### src/design/ctb_step_unit.sv
// shared address step and move counter used for every shift step
module ctb_step_unit #(
    parameter int AW = 10,
    parameter int CW = 11
) (
    input  logic [AW-1:0] i_addr,
    input  logic [CW-1:0] i_cnt,
    input  logic          i_up,
    output logic [AW-1:0] o_fwd,
    output logic [AW-1:0] o_rev,
    output logic [CW-1:0] o_cnt_dec,
    output logic          o_cnt_zero
);

    logic [AW-1:0] w_inc;
    logic [AW-1:0] w_dec;

    assign w_inc      = i_addr + AW'(1);
    assign w_dec      = i_addr - AW'(1);
    // fwd is the next read address, rev the write address of this read
    assign o_fwd      = i_up ? w_inc : w_dec;
    assign o_rev      = i_up ? w_dec : w_inc;
    assign o_cnt_dec  = i_cnt - CW'(1);
    assign o_cnt_zero = (i_cnt == '0);

endmodule

### config.mk
export PLATFORM = sky130hd
export DESIGN_NAME = ctb_step_unit
export DESIGN_NICKNAME = d
export VERILOG_FILES = /design/src/design/ctb_step_unit.sv
export SDC_FILE = /design/constraint.sdc
export NUM_CORES = 1
export LEC_CHECK = 0
export BUFFER_PORTS_ARGS = -buffer_cell sky130_fd_sc_hd__buf_2
export CAP_MARGIN = 15
export CORE_MARGIN = 5
export CORE_UTILIZATION = 46
export DETAILED_ROUTE_END_ITERATION = 8
export PLACE_DENSITY_LB_ADDON = 0.3
export SLEW_MARGIN = 20
export SYNTH_ARGS = -nofsm -noshare
export SYNTH_HDL_FRONTEND = slang
export SYNTH_SLANG_ARGS = --single-unit
### constraint.sdc
create_clock -name vclk -period 4.78
set_input_delay 0.956 -clock vclk [all_inputs]
set_output_delay 0.956 -clock vclk [all_outputs]
set_load 0.05 [all_outputs]
-- Word level (Yosys, flattened, before mapping)
Cells that the tools add are included.
Widths: inputs -> output; s select.
- add/sub/neg operators: 3
- multiplexer cells: 2
- reduce and logical (&&, ||, !) cells: 1
- operators with widths (cell ; number):
    $mux 10 ; 2
    $logic_not 11->1 ; 1
    $sub 11x1->11 const B ; 1
    $add 10x1->10 const B ; 1
    $sub 10x1->10 const B ; 1
- output and inout port bits: 32
- logic and storage cells: 6
- bits in registers: 0
- input port bits: 22

-- Longest topological paths before layout
- word-level depth: 2
- gate-level depth with buffers: 6
- gate-level depth less buffers: 6

-- Worst setup path after synthesis
OpenSTA, ideal clock, no wires.
- path kind: input to output
- from: in i_cnt[0]
- to: out o_cnt_dec[8]
- data arrival time: 2.698 ns
- required time: 3.824 ns
- slack: 1.126 ns
- cell stages on the path: 5
- path buffers: 0
- cell sequence: inv_1 -> ha_1 -> nand2_1 -> nor4_1 -> xor2_1
- word-level cells in the longest chain between the ends: 1
- RTL lines (item ; RTL line ; RTL):
    from (decl) ; 7 ; input logic [CW-1:0] i_cnt,
    $sub 11x1->11 ; 23 ; assign o_cnt_dec = i_cnt - CW'(1);
    to (decl) ; 11 ; output logic [CW-1:0] o_cnt_dec,
No other way between the ends.

-- Worst setup path after layout
- from: in i_addr[1]
- to: out o_rev[5]
- word-level cells in the longest chain between the ends: 2
- elaborated cells on any way between the ends: 3
- classes of those cells: 2 x add/sub; 1 x mux
- RTL lines (item ; RTL line ; RTL):
    from (decl) ; 6 ; input logic [AW-1:0] i_addr,
    $add 10x1->10 / $sub 10x1->10 (equally long branches) ; 18, 19 ;
    $mux 10 (*) ; 22 ; assign o_rev = i_up ? w_dec : w_inc;
    to (decl) ; 10 ; output logic [AW-1:0] o_rev,
Mark *: on every way between the ends. The rest lies on a longest branch, timed or not.

==> metrics <==
outcome finished clean; hold_ws 2266 ps; layout cells sized above 1 about two fifths; WL/cell 11.49 um; die area 0.002394 sq mm; # diodes 0; Switching Fraction 75.24%; setup TNS 0 ps; antenna-violating nets left 0; Global Route Usage Sum 14.59%; HP Start i_cnt[8]; met3 Use GR around 1.8%; Gate power share 100.0%; Port Buf Inserts 54; max-capacitance violation count 0; met1 usage between 20 and 25%; syn nets 126; drt drc 0; vias in the first global route 693; area delta synth->final 36.27%; first-pass GRT wire length about 3100 um; largest net degree at the start of global routing 17; mapped cell area 696.9 sq um; Hold Path End o_cnt_dec[8]; core footprint 0.001471 sq mm; initial DRC count 6; most common cell after layout, fill and taps aside buf_2; Setup Crit Path Kind input pin to output port; Flop pwr share 0%; nets 176; Leak Pwr 0.4814 nW; Synth Area per Inst ~7 sq um; fin crit share 71.07%; pre-CTS setup slack ~1400 ps; CP Capture Type output port; cell taking the most area after synthesis xnor2_1; fmax between 200 and 300 MHz; Detailed Place HPWL between 1500 and 2000 um; Cells after Synth 100; final setup margin 1383 ps; gpl congestion about 0.75; global route overflow 0; initial core utilization 47.36%; setup bufs post-CTS 0; Int Pwr 36.12 uW; fill cell count 141; Yosys warning count 0; worst vdd ir 0.08515 mV; Final setup viols 0; via count 853; worst-path maximum fanout 5; Final Max Slew Viols 0; worst hold stages 3; final-layout clock buffer total 0; Via density 5.201; largest cells by area after synthesis xnor2_1, xor2_1, mux2i_1; most frequent cells in the layout buf_2, xnor2_1, nor3_1; FF+latch area 0 sq um; DIE HEIGHT 48.93 um; Critical Path AT 2440 ps; row cnt 14; CP required 3820 ps; post-route minimum period 3397 ps; final hold violations 0; RSZ-0062 raised after global routing no; fin util 64.54%; layer with the highest usage met2; relative slew slack 75.20%; net switching power 109.8 uW; actual slew at the worst max-slew pin 368.9 ps; Startpoint Class input pin; met2 Use GR 25.43%; sequential cell count 0; type of the most critical hold path input pin to output port; Post-CTS Resized 0; IO Count 54; post-synthesis sequential area ratio 0%; Netlist cell types 28; share of the synthesized area in the top cell type 21.36%; initial antenna violation count 0; Cell Pwr Density around 150 mW/mm^2; WL final 1885 um; width of the die 48.93 um; cts hold-fix bufs 0; DRT Pass-1 Iters 4; Clock power frac 0%
==> synthesized netlist by cell type (all sizes together), types with 4 or more instances <==
master / count
mux2i: 6
inv: 8
buf: 5
ha: 4
xor2: 8
nand2: 7
nor2: 7
xnor2: 17
a32oi: 4
a21oi: 6
nor3: 11
==> through the flow <==
stage | cell area, sq um | power [mW] | instances
6_report | 949.7 | 0.1459 | 164
5_1_grt | 949.7 | 0.1543 | 164
4_1_cts | 949.7 | 0.1465 | 164
3_5_place_dp | 949.7 | 0.1462 | 164
3_3_place_gp | 949.7 | 0.1445 | 164
2_1_floorplan | 696.9 | 0.1101 | 100
==> worst max path at each step <==
stage / start / endpoint / slack (ps) / depth (start not counted)
2_1_floorplan: i_cnt[0] / o_cnt_dec[8] / 1130 / 5
3_3_place_gp: i_addr[4] / o_fwd[9] / 1500 / 6
3_5_place_dp: i_addr[1] / o_rev[5] / 1390 / 6
4_1_cts: i_addr[1] / o_rev[5] / 1400 / 6
5_1_grt: i_addr[0] / o_fwd[8] / 1250 / 8
6_report: i_addr[1] / o_rev[5] / 1380 / 6
==> metal layers <==
metal | routed length, um | up-vias
met4 | 0 | 0
li1 | - | 442
met2 | 901 | 29
met1 | 848 | 382
met3 | 135 | 0
met5 | 0 | -
==> cells by family (layout without fill, tap and decap cells) <==
kind of cell	Yosys count	count (layout)	share of synthesized area (%)
and+or+nand+nor	41	41	33.76
xor gates and xnor gates	25	25	31.42
buffers and inverters	14	62	9.694
AOI/OAI and AO/OA	10	10	9.335
muxes	6	6	8.618
adders and majority gates	4	4	7.182
==> layout make-up <==
class | count | area (sq um) | area share (%)
multi-input combinational | 86 | 629.4 | 66.27
timing repair buffer | 54 | 270.3 | 28.46
inverter | 8 | 30.03 | 3.162
tap | 16 | 20.02 | 2.108
==> critical path, cell delays in order <==
cell and delay [ps]:
buf_2 120, or3_1 490, nor3_1 270, a21oi_1 140
xnor2_1 180, buf_2 290
==> power by group through the flow <==
stage / clock [mW] / combinational [mW] / sequential (mW)
floorplan: 0 / 0.110 / 0
finish: 0 / 0.146 / 0
detailed placement: 0 / 0.146 / 0
global route: 0 / 0.154 / 0
global placement: 0 / 0.145 / 0
CTS: 0 / 0.147 / 0
Power figures use the tool's default switching activity.
